### src/rtl/fa_pkg.sv
// Package for the fixed-point arcsine block: constants, coefficient table and
// the elaboration-time coefficient rounding. No dependencies.
package fa_pkg;

  // Default number of fraction bits of every fixed-point value.
  localparam int unsigned FRAC_BITS_DEF = 14;

  // Width of the argument and of the angle.
  localparam int unsigned DATA_W = 16;

  // Degree of the polynomial, i.e. the number of multiply-add steps.
  localparam int unsigned HORNER_STEPS = 7;

  // Polynomial coefficients in Q30, highest power first, signs included.
  // The last entry is pi/2, which also restores the sign at the output.
  localparam longint HORNER_Q30 [0:HORNER_STEPS] = '{
    -64'sd1355589,
     64'sd7161955,
    -64'sd18348235,
     64'sd33169905,
    -64'sd53874249,
     64'sd95540460,
    -64'sd230423709,
     64'sd1686629690
  };

  localparam longint HALF_PI_Q30 = 64'sd1686629690;

  // Rounds a Q30 constant to the given number of fraction bits, half away
  // from zero. Only called on constants at elaboration.
  function automatic longint coef_round(input longint q30, input int unsigned frac);
    longint      mag;
    int unsigned sh;
    sh = 30 - frac;
    if (sh == 0) begin
      return q30;
    end
    mag = (q30 < 0) ? -q30 : q30;
    mag = (mag + (longint'(1) << (sh - 1))) >>> sh;
    return (q30 < 0) ? -mag : mag;
  endfunction

endpackage

### src/rtl/fa_horner.sv
// Pipelined Horner evaluation of the arccosine polynomial, two stages per step
// (product, then round and add). Depends on fa_pkg.
module fa_horner #(
  parameter int unsigned FRAC_BITS = fa_pkg::FRAC_BITS_DEF
) (
  input  logic                                clk_i,
  input  logic                                rst_ni,
  input  logic                                valid_i,
  input  logic [((FRAC_BITS < 16) ? FRAC_BITS : 16)-1:0] m_i,
  output logic                                valid_o,
  output logic signed [FRAC_BITS+2:0]         p_o
);
  import fa_pkg::*;

  localparam int unsigned MW  = (FRAC_BITS < 16) ? FRAC_BITS : 16;
  localparam int unsigned PW  = FRAC_BITS + 3;
  localparam int unsigned PRW = PW + MW + 1;
  localparam int unsigned NS  = HORNER_STEPS;
  localparam logic signed [PRW-1:0] HALF = PRW'(1) << (FRAC_BITS - 1);

  function automatic logic signed [PW-1:0] coef_at(input int unsigned idx);
    return PW'(coef_round(HORNER_Q30[idx], FRAC_BITS));
  endfunction

  logic signed [PRW-1:0] prod_q   [0:NS-1];
  logic [MW-1:0]         m_prod_q [0:NS-2];
  logic                  v_prod_q [0:NS-1];
  logic signed [PW-1:0]  p_q      [1:NS];
  logic [MW-1:0]         m_p_q    [1:NS-1];
  logic                  v_p_q    [1:NS];

  logic signed [PW-1:0]  p_src    [0:NS-1];
  logic [MW-1:0]         m_src    [0:NS-1];
  logic                  v_src    [0:NS-1];
  logic signed [PW-1:0]  p_d      [0:NS-1];

  always_comb begin
    logic signed [PRW-1:0] rnd_c;
    logic signed [PRW-1:0] sh_c;
    for (int j = 0; j < NS; j++) begin
      if (j == 0) begin
        p_src[j] = coef_at(0);
        m_src[j] = m_i;
        v_src[j] = valid_i;
      end else begin
        p_src[j] = p_q[j];
        m_src[j] = m_p_q[j];
        v_src[j] = v_p_q[j];
      end
      // Round half away from zero: negative values take one less.
      rnd_c  = prod_q[j] + HALF - PRW'(prod_q[j][PRW-1]);
      sh_c   = rnd_c >>> FRAC_BITS;
      p_d[j] = sh_c[PW-1:0] + coef_at(j + 1);
    end
  end

  always_ff @(posedge clk_i) begin
    for (int j = 0; j < NS; j++) begin
      prod_q[j]   <= p_src[j] * $signed({1'b0, m_src[j]});
      p_q[j+1]    <= p_d[j];
      if (j < NS - 1) begin
        m_prod_q[j] <= m_src[j];
        m_p_q[j+1]  <= m_prod_q[j];
      end
    end
  end

  always_ff @(posedge clk_i or negedge rst_ni) begin
    if (!rst_ni) begin
      for (int j = 0; j < NS; j++) begin
        v_prod_q[j] <= 1'b0;
        v_p_q[j+1]  <= 1'b0;
      end
    end else begin
      for (int j = 0; j < NS; j++) begin
        v_prod_q[j] <= v_src[j];
        v_p_q[j+1]  <= v_prod_q[j];
      end
    end
  end

  assign valid_o = v_p_q[NS];
  assign p_o     = p_q[NS];

endmodule

### config.mk
export PLATFORM = sky130hd
export DESIGN_NAME = fa_horner
export DESIGN_NICKNAME = d
export VERILOG_FILES = /design/src/rtl/fa_pkg.sv /design/src/rtl/fa_horner.sv
export SDC_FILE = /design/constraint.sdc
export NUM_CORES = 2
export LEC_CHECK = 0
export BUFFER_PORTS_ARGS = -buffer_cell sky130_fd_sc_hd__buf_2
export CAP_MARGIN = 20
export CORE_MARGIN = 5
export CORE_UTILIZATION = 70
export CTS_CLUSTER_SIZE = 16
export DETAILED_ROUTE_END_ITERATION = 10
export GPL_ROUTABILITY_DRIVEN = 0
export PLACE_DENSITY = 0.88
export SLEW_MARGIN = 0
export SYNTH_ARGS = -nofsm -noshare
export SYNTH_HDL_FRONTEND = slang
export SYNTH_SLANG_ARGS = --single-unit
### constraint.sdc
create_clock -name clk_i -period 12.22 [get_ports clk_i]
set_input_delay 0 -clock clk_i [delete_from_list [all_inputs] [get_ports clk_i]]
set_output_delay 0 -clock clk_i [all_outputs]
set_load 0.02 [all_outputs]
==> results.yml <==
outcome:
  status: "completed"
place:
  portBuffers: 34
  hpwl_um: 137000
  place_worst_setup_slack_ns: 5.05
detailed_routing:
  viasPerCell: 5.77
  totalWireLength_um: 171000
  wl_per_cell_um: 18.2
  drt_iter0_drc: 3538
  drc: 0
  final_antenna_net_count: 0
  vias: 54100
  drtPass1Iterations: 7
grt:
  antenna_found_initial: 2
  grt_max_degree: 19
  grt_first_pass_wirelength_um: 289000
  grt_pass1_vias: 59900
  grt_overflow_total: 0
  grt_usage: 0.305
sta:
  hold_viol: 0
  finClkSkew_ns: 0.0956
  worst_pin_slew_ns: 0.878
  fin_ws_ns: 5.00
  post-route-period-util: 0.591
  rsz0062_at_grt: "no"
  finalSetupViolations: 0
  maxSlewViolCount: 0
  max_clock_freq_mhz: 139
  tns_ns: 0
  relSlewSlack: 0.411
  hold_ws_ns: 0.0474
  fin_crit_ns: 7.22
critical_path:
  crit_arrival_ns: 7.82
  crit_path_max_fanout: 18
  startpoint_type: "flip-flop"
  crit_type: "reg -> reg"
  end_kind: "flip-flop"
  critPathRequiredTime_ns: 12.82
floorplanning:
  die_area_um2: 115000
  ioPinCount: 35
  rows: 120
  initial_core_util: 0.705
  fp.coreArea_um2: 107000
  die_w_um: 338
  die_height_um: 338
finish:
  utilization: 0.736
  fillCellCount: 7015
  layout_commonest_cell: "inv_1"
  final_cell_mix: "1781 x inv_1, 1403 x fa_1, 835 x and2_1"
  nNetsFinal: 10100
  drive_gt1_frac: 0.0263
  area_delta_synth_final_pct: 4.31
synth:
  synth.distinct_cells: 104
  avgSynthCellArea_um2: 9.36
  synth_nets: 10200
  synth_seq_cells: 513
  synth-async-reset-ratio: 0.0273
  synthFlopType: "dfxtp_1"
  netlist_area_um2: 75500
  yosysSeqAreaShare: 0.137
  synthCells: 8068
  synth_enable_flop_cells: 0
  yosys_warnings: 0
clocking:
  htree_levels: 2
  clkSinkCount: 513
  cts_made_buffers: 60
  cts_tree: "yes"
  path_clk_slew_ns: 0.07
  root_buffer: "clkbuf_16"
  clock_latency_ns: 0.72
  clockBufferDepth: 3
flow_run:
  drv_cap: 0
min_path:
  hold_path_class: "in -> reg"
==> cells in the mapped netlist (7+ instances only) <==
library cell / count / share of area
o211ai_1: 22 / 0.0022
a211oi_2: 7 / 0.0012
nand3b_1: 10 / 0.00099
ha_1: 730 / 0.12
dfxtp_1: 499 / 0.13
or3_1: 15 / 0.0012
a21o_1: 120 / 0.012
a211oi_1: 17 / 0.0017
a21boi_0: 11 / 0.0011
and2_1: 835 / 0.069
or2_2: 11 / 0.00091
o21ai_0: 127 / 0.0084
nand4b_1: 9 / 0.0010
dfrtp_1: 14 / 0.0046
o31ai_1: 21 / 0.0021
a41oi_1: 8 / 0.00093
a221o_1: 7 / 0.00093
a211o_1: 12 / 0.0014
nor3b_1: 9 / 0.00089
buf_4: 17 / 0.0017
o2111ai_1: 8 / 0.00093
nand4_1: 23 / 0.0019
a31oi_1: 20 / 0.0017
o31a_1: 7 / 0.00081
a21oi_1: 260 / 0.017
a311oi_1: 8 / 0.00093
nand3_1: 74 / 0.0049
a21oi_2: 9 / 0.0010
nor3_1: 64 / 0.0042
nand2_1: 767 / 0.038
and3_1: 22 / 0.0018
xnor2_1: 289 / 0.034
nand2b_1: 50 / 0.0041
o21ai_1: 14 / 0.00093
nor2b_1: 48 / 0.0040
clkbuf_1: 239 / 0.012
inv_1: 1781 / 0.089
o21bai_1: 50 / 0.0050
fa_1: 1403 / 0.37
o21a_1: 43 / 0.0043
xor2_1: 91 / 0.011
nor2_1: 166 / 0.0083
==> logic make-up (layout without fill, tap and decap cells) <==
group / Yosys count / after routing / synth area share
simple gates: 2137 / 2137 / 0.145
compound gates: 857 / 857 / 0.0771
buf+inv: 2042 / 1960 / 0.102
fa+ha+maj: 2133 / 2133 / 0.493
flops: 513 / 513 / 0.137
other cells: 0 / 2 / 0
mux: 4 / 4 / 0.000596
xor+xnor: 382 / 382 / 0.0446
==> final timing paths <==
path / from / to / slack (ns) / cells past startpoint
min reg2reg: m_prod_q[4][5]$_DFF_P_ / m_p_q[0][75]$_DFF_P_ / 0.29 / 0
max reg2reg: m_p_q[0][76]$_DFF_P_ / prod_q[5][31]$_DFF_P_ / 5.00 / 23
min: m_i[8] / m_prod_q[0][8]$_DFF_P_ / 0.05 / 2
max in group asynchronous: rst_ni / v_prod_q[5]$_DFF_PN0_ / 11.49 / 3
min in group asynchronous: rst_ni / v_prod_q[6]$_DFF_PN0_ / 0.35 / 3
max: m_p_q[0][76]$_DFF_P_ / prod_q[5][31]$_DFF_P_ / 5.00 / 23
==> registers in the layout (all words and copies together), names as in the netlist <==
register / cells
v_prod_q: 7
m_p_q: 84
m_prod_q: 84
v_p_q: 6
valid_o: 1
prod_q: 212
p_q: 119
==> worst max-delay path: stages (launching register included) <==
cell,delay (ns)
dfxtp_1,0.73
nand2_1,0.17
fa_1,0.55
fa_1,0.53
inv_1,0.07
fa_1,0.57
fa_1,0.44
fa_1,0.51
inv_1,0.05
fa_1,0.47
inv_1,0.04
ha_1,0.34
a21o_1,0.18
a21o_1,0.17
a21o_1,0.18
nor3_1,0.27
o21a_1,0.20
nor3_1,0.07
a2111oi_2,0.58
o21ai_1,0.20
a31o_2,0.30
nand4_1,0.14
a32oi_1,0.16
xnor2_1,0.17
==> per-stage QoR <==
step	area, µm²	std cells
after detailed placement	76400	9251
final	78800	9391
after global routing	78800	9390
after CTS	78800	9388
after floorplan	75500	8068
after global placement	76400	9251
==> what timing repair did <==
item                      4_1_cts  5_1_grt
hold buffers                   26        0
gates resized for setup         0        0
hold endpoints to repair       36        0
setup buffers                   0        0
==> cell type report <==
type	count	area, µm²	share of cell area
Multi-Input combinational cell	5513	57400	0.729
Antenna cell	2	5.00	0.0000635
Clock buffer	73	1580	0.0201
Sequential cell	513	10300	0.131
Tap cell	1403	1760	0.0223
Inverter	1782	6690	0.0849
Clock inverter	38	479	0.00608
Timing Repair Buffer	67	480	0.00610
==> routing by layer <==
metal,part of all wire,global-route usage
met5,0.000076,0
met4,0.063,0.165
met3,0.066,0.0474
met2,0.51,0.545
met1,0.36,0.354
Power is not shown: default switching activity piles up to over one toggle a cycle in this logic, so the estimate is an artifact.
