File: src/rtl/fa_pkg.sv
// Package for the fixed-point arcsine block: constants, coefficient table and
// the elaboration-time coefficient rounding. No dependencies.
package fa_pkg;

  // Default number of fraction bits of every fixed-point value.
  localparam int unsigned FRAC_BITS_DEF = 14;

  // Width of the argument and of the angle.
  localparam int unsigned DATA_W = 16;

  // Degree of the polynomial, i.e. the number of multiply-add steps.
  localparam int unsigned HORNER_STEPS = 7;

  // Polynomial coefficients in Q30, highest power first, signs included.
  // The last entry is pi/2, which also restores the sign at the output.
  localparam longint HORNER_Q30 [0:HORNER_STEPS] = '{
    -64'sd1355589,
     64'sd7161955,
    -64'sd18348235,
     64'sd33169905,
    -64'sd53874249,
     64'sd95540460,
    -64'sd230423709,
     64'sd1686629690
  };

  localparam longint HALF_PI_Q30 = 64'sd1686629690;

  // Rounds a Q30 constant to the given number of fraction bits, half away
  // from zero. Only called on constants at elaboration.
  function automatic longint coef_round(input longint q30, input int unsigned frac);
    longint      mag;
    int unsigned sh;
    sh = 30 - frac;
    if (sh == 0) begin
      return q30;
    end
    mag = (q30 < 0) ? -q30 : q30;
    mag = (mag + (longint'(1) << (sh - 1))) >>> sh;
    return (q30 < 0) ? -mag : mag;
  endfunction

endpackage

File: src/rtl/fa_isqrt.sv
// Pipelined integer square root, rounded to nearest, one result bit per stage.
// Depends on fa_pkg.
module fa_isqrt #(
  parameter int unsigned FRAC_BITS = fa_pkg::FRAC_BITS_DEF
) (
  input  logic                 clk_i,
  input  logic                 rst_ni,
  input  logic                 valid_i,
  input  logic [FRAC_BITS:0]   omx_i,
  output logic                 valid_o,
  output logic [FRAC_BITS:0]   root_o
);
  import fa_pkg::*;

  // The radicand is omx_i with FRAC_BITS zero bits appended.
  localparam int unsigned NW    = 2 * FRAC_BITS + 1;
  localparam int unsigned ITERS = FRAC_BITS + 1;
  localparam int unsigned LAT   = ITERS + 1;
  localparam logic [FRAC_BITS:0] ONE = (FRAC_BITS + 1)'(1) << FRAC_BITS;

  logic [NW-1:0] rem_q [1:ITERS];
  logic [NW-1:0] res_q [1:ITERS];
  logic          vld_q [1:ITERS];

  logic [NW-1:0] rem_src [0:ITERS-1];
  logic [NW-1:0] res_src [0:ITERS-1];
  logic          vld_src [0:ITERS-1];
  logic [NW-1:0] rem_d   [0:ITERS-1];
  logic [NW-1:0] res_d   [0:ITERS-1];

  logic [FRAC_BITS:0] root_q;
  logic               vout_q;

  always_comb begin
    logic [NW:0] bit_c;
    logic [NW:0] sum_c;
    for (int i = 0; i < ITERS; i++) begin
      if (i == 0) begin
        rem_src[i] = {omx_i, {FRAC_BITS{1'b0}}};
        res_src[i] = '0;
        vld_src[i] = valid_i;
      end else begin
        rem_src[i] = rem_q[i];
        res_src[i] = res_q[i];
        vld_src[i] = vld_q[i];
      end
      bit_c = (NW + 1)'(1) << (2 * (FRAC_BITS - i));
      sum_c = {1'b0, res_src[i]} + bit_c;
      if ({1'b0, rem_src[i]} >= sum_c) begin
        rem_d[i] = rem_src[i] - sum_c[NW-1:0];
        res_d[i] = (res_src[i] >> 1) + bit_c[NW-1:0];
      end else begin
        rem_d[i] = rem_src[i];
        res_d[i] = res_src[i] >> 1;
      end
    end
  end

  always_ff @(posedge clk_i) begin
    for (int i = 0; i < ITERS; i++) begin
      rem_q[i+1] <= rem_d[i];
      res_q[i+1] <= res_d[i];
    end
    root_q <= res_q[ITERS][FRAC_BITS:0]
              + (FRAC_BITS + 1)'(rem_q[ITERS] > res_q[ITERS]);
  end

  always_ff @(posedge clk_i or negedge rst_ni) begin
    if (!rst_ni) begin
      for (int i = 1; i <= ITERS; i++) begin
        vld_q[i] <= 1'b0;
      end
      vout_q <= 1'b0;
    end else begin
      for (int i = 0; i < ITERS; i++) begin
        vld_q[i+1] <= vld_src[i];
      end
      vout_q <= vld_q[ITERS];
    end
  end

  assign valid_o = vout_q;
  assign root_o  = root_q;

  a_lat : assert property (@(posedge clk_i) disable iff (!rst_ni)
    valid_i |-> ##LAT valid_o)
    else $error("square root valid out of step with its input");

  a_bound : assert property (@(posedge clk_i) disable iff (!rst_ni)
    valid_o |-> root_o <= ONE)
    else $error("square root above one");

  a_zero : assert property (@(posedge clk_i) disable iff (!rst_ni)
    (valid_o && $past(omx_i, LAT) == '0) |-> root_o == '0)
    else $error("clamped argument gave a nonzero root");

endmodule

File: config.mk
export PLATFORM = sky130hd
export DESIGN_NAME = fa_isqrt
export DESIGN_NICKNAME = d
export VERILOG_FILES = /design/src/rtl/fa_pkg.sv /design/src/rtl/fa_isqrt.sv
export SDC_FILE = /design/constraint.sdc
export NUM_CORES = 1
export LEC_CHECK = 0
export ABC_AREA = 0
export CAP_MARGIN = 10
export CORE_MARGIN = 2
export CORE_UTILIZATION = 54
export CTS_CLUSTER_DIAMETER = 100
export DETAILED_ROUTE_END_ITERATION = 7
export DONT_BUFFER_PORTS = 1
export PLACE_DENSITY = 0.68
export SLEW_MARGIN = 15
export SYNTH_ARGS = -nofsm -noshare
export SYNTH_HDL_FRONTEND = slang
export SYNTH_SLANG_ARGS = --single-unit
File: constraint.sdc
create_clock -name clk_i -period 2.75 [get_ports clk_i]
set_input_delay 0.1375 -clock clk_i [delete_from_list [all_inputs] [get_ports clk_i]]
set_output_delay 0.1375 -clock clk_i [all_outputs]
set_load 0.02 [all_outputs]
==> metrics.txt <==
worst setup margin 0.0824 ns; Sequential Power Share 39.2%; Crit. Startpoint res_q[0][354]; Starting DRT DRC Count 546; H-Tree Depth 2; Die W 184 µm; area leader, netlist dfxtp_1; HPWL Detailed 23900 µm; CTS buffer count 44; Critical Path Max Stage Delay 0.45 ns; CTS Sinks 425; crit-path cells inv_1 > ha_2 > fa_2 > a211oi_2 > buf_4 > o211ai_1 > a311o_1 > buf_4 > a21bo_4 > mux2_2; synthesized cell area 17500 µm²; Max clock buf depth 3; placed instance area 18300 µm²; Yosys top cell area share 46.8%; layout cells sized above 1 13.0%; power density cells 1180 nW/µm²; Root Driver clkbuf_16; vias per cell 5.23; initial antenna violation count 0; clock group share of total power 25.0%; DR WL/cell 14.1 µm; CP Capture Type flop; outcome complete, no violations; CP most frequent cell buf_4; RSZ-0062 raised after global routing yes; Post-synth EDFFs 0; IO buf count 0; Area contributors post-synth dfxtp_1, ha_1, xnor2_1, xor2_1, inv_1; Internal 0.0159 W; die height 184 µm; largest net degree at the start of global routing 27; overall routing resource usage 19.2%; Crit path required time 3.19 ns; final instance area 20500 µm²; FFs w/ async S/R, synth 3.76%; total gr overflow 0; Critical R2R Launch res_q[0][354]; clk slew on worst S/H paths 0.06 ns; peak supply drop 0.648 mV; post-route minimum period 2.67 ns; critical path class reg -> reg; max frequency 375 MHz; post-place setup slack -0.178 ns; drt first pass iters 4; Avg Cell Area, Syn 9.93 µm²; syn_nets 1924; #FFs+latches synth 425; relative slew slack 54.7%; vias in the first global route 12200; clk_lat worst skew 0.56 ns; switching part of the total 34.3%; slowest stage cell, crit path a311o_1; Slew Limit Fails 0; antenna-violating nets left 0; Max Cap Viol 0; data arrival time of the worst path 3.11 ns; Yosys warning count 0; total power draw 0.0242 W; Worst Clk Skew 0.0261 ns; Die ar. 33900 µm²; Initial Utilization 55.2%; NetSw 0.00831 W; sequential fraction of the synthesis area 49.1%; IO Pins 34; DRC viols 0; core box area 31700 µm²; worst slew pin tran 0.677 ns; area delta synth->final 16.9%; NumNets Final 2029; first-pass GRT wire length 54200 µm; Hold Vio Cnt, Final 0; CTS tree built; top_reg_cell synth dfxtp_1; diodes inserted 0; logic gate share of total power 35.8%; Detailed Route WL 32400 µm; Synth cell types 75; GP Congestion 0.822; commonest cells in the netlist dfxtp_1, inv_1, ha_1, nand2_1, o21ai_0; num rows 65; crit start category flop; total vias in the final route 12000; Synth Instances 1762; Final Cycle Share 97.0%; leakage power 9.42 nW; Worst Hold Class in -> async; Post-Route Utilization 64.5%; top-count cell post-synth dfxtp_1; Hold WS 0.0612 ns; CP Max Fanout 7; # setup viols final 0
==> placed cells by master, fill, tap and decap left out, drive strengths merged, types with 13 or more instances in the layout <==
| master | count |
|---|---|
| a211oi | 18 |
| a21o | 26 |
| a21oi | 93 |
| buf | 65 |
| clkbuf | 61 |
| clkinv | 13 |
| dfrtp | 16 |
| dfxtp | 409 |
| dlygate4sd3 | 17 |
| ha | 136 |
| inv | 172 |
| mux2 | 29 |
| nand2 | 117 |
| nand2b | 20 |
| nand3 | 25 |
| nor2 | 105 |
| nor2b | 21 |
| nor3 | 45 |
| nor4 | 27 |
| o21a | 31 |
| o21ai | 115 |
| o21bai | 13 |
| o31ai | 13 |
| or3 | 16 |
| or4 | 13 |
| xnor2 | 83 |
| xor2 | 77 |
==> what timing repair did <==
| action | in CTS | in global routing |
|---|---|---|
| setup buffers | 2 | 10 |
| endpoints found under the setup margin | 42 | 72 |
| gates resized for setup | 18 | 63 |
| hold buffers | 17 | 0 |
| hold endpoints to repair | 32 | 0 |
| gates cloned | 0 | 1 |
| pin swaps | 3 | 32 |
==> flip-flops by register name, summed over array words and instances (netlist names) <==
register	count
rem_q	274
root_o	15
vld_q	15
valid_o	1
res_q	120
==> cells by family (layout without fill, tap and decap cells) <==
| group | count (synthesis) | count (layout) | share of synthesized area (%) |
|---|---|---|---|
| xor gates and xnor gates | 160 | 160 | 8.01 |
| DFF | 425 | 425 | 49.1 |
| muxes | 32 | 32 | 2.06 |
| other | 1 | 1 | 0.0214 |
| buffers and inverters | 194 | 333 | 4.45 |
| AOI/OAI and AO/OA | 359 | 360 | 12.9 |
| and+or+nand+nor | 447 | 447 | 12.9 |
| adders and majority gates | 144 | 144 | 10.6 |
==> cell type report <==
| type | count | area, µm² |
|---|---|---|
| sequential | 425 | 8600 |
| tap | 402 | 503 |
| clock inverter | 20 | 268 |
| multi-input combinational | 1144 | 8470 |
| clock buffer | 61 | 1270 |
| timing repair buffer | 82 | 708 |
| fill | 2571 | 11300 |
| inverter | 170 | 643 |
==> metrics by stage <==
step,cells,TNS [ns]
after CTS,2293,0
after global placement,2193,-0.932
after detailed placement,2193,-2.88
final,2304,0
after global routing,2304,-0.124
after floorplan,1762,0
==> worst paths after layout <==
kind,to,cells past startpoint,slack (ns)
max,rem_q[0][383],10,0.08
min,vld_q[12],1,0.06
max reg2reg,rem_q[0][383],10,0.08
min reg2reg,res_q[0][436],0,0.34
max in group asynchronous,vld_q[7],1,2.25
min in group clk_i,rem_q[0][46],1,0.12
==> layer usage <==
metal | track usage (%) | wire length, µm | part of all wire [%] | vias to the layer above
li1 | - | - | - | 6259
met1 | 21.1 | 13600 | 42 | 5586
met2 | 38.0 | 17300 | 53 | 142
met3 | 2.58 | 864 | 2.7 | 56
met4 | 5.54 | 619 | 1.9 | 0
met5 | 0 | 0 | 0 | -
==> critical path, delay by kind of cell (launching register included) <==
kind / cells / cell delay, ns
mux: 1 / 0.28
flops: 1 / 0.32
buf+inv: 3 / 0.35
fa+ha+maj: 2 / 0.58
compound gates: 4 / 1.03
==> power groups by stage <==
stage / clock, W / sequential (W) / combinational [W]
final: 0.00606 / 0.00948 / 0.00867
after global routing: 0.00645 / 0.00970 / 0.00979
after CTS: 0.00620 / 0.00945 / 0.00843
after detailed placement: 0 / 0.00956 / 0.00825
after global placement: 0 / 0.00953 / 0.00801
after floorplan: 0 / 0.00917 / 0.00662
No activity file was read; power rests on OpenSTA's default activity.
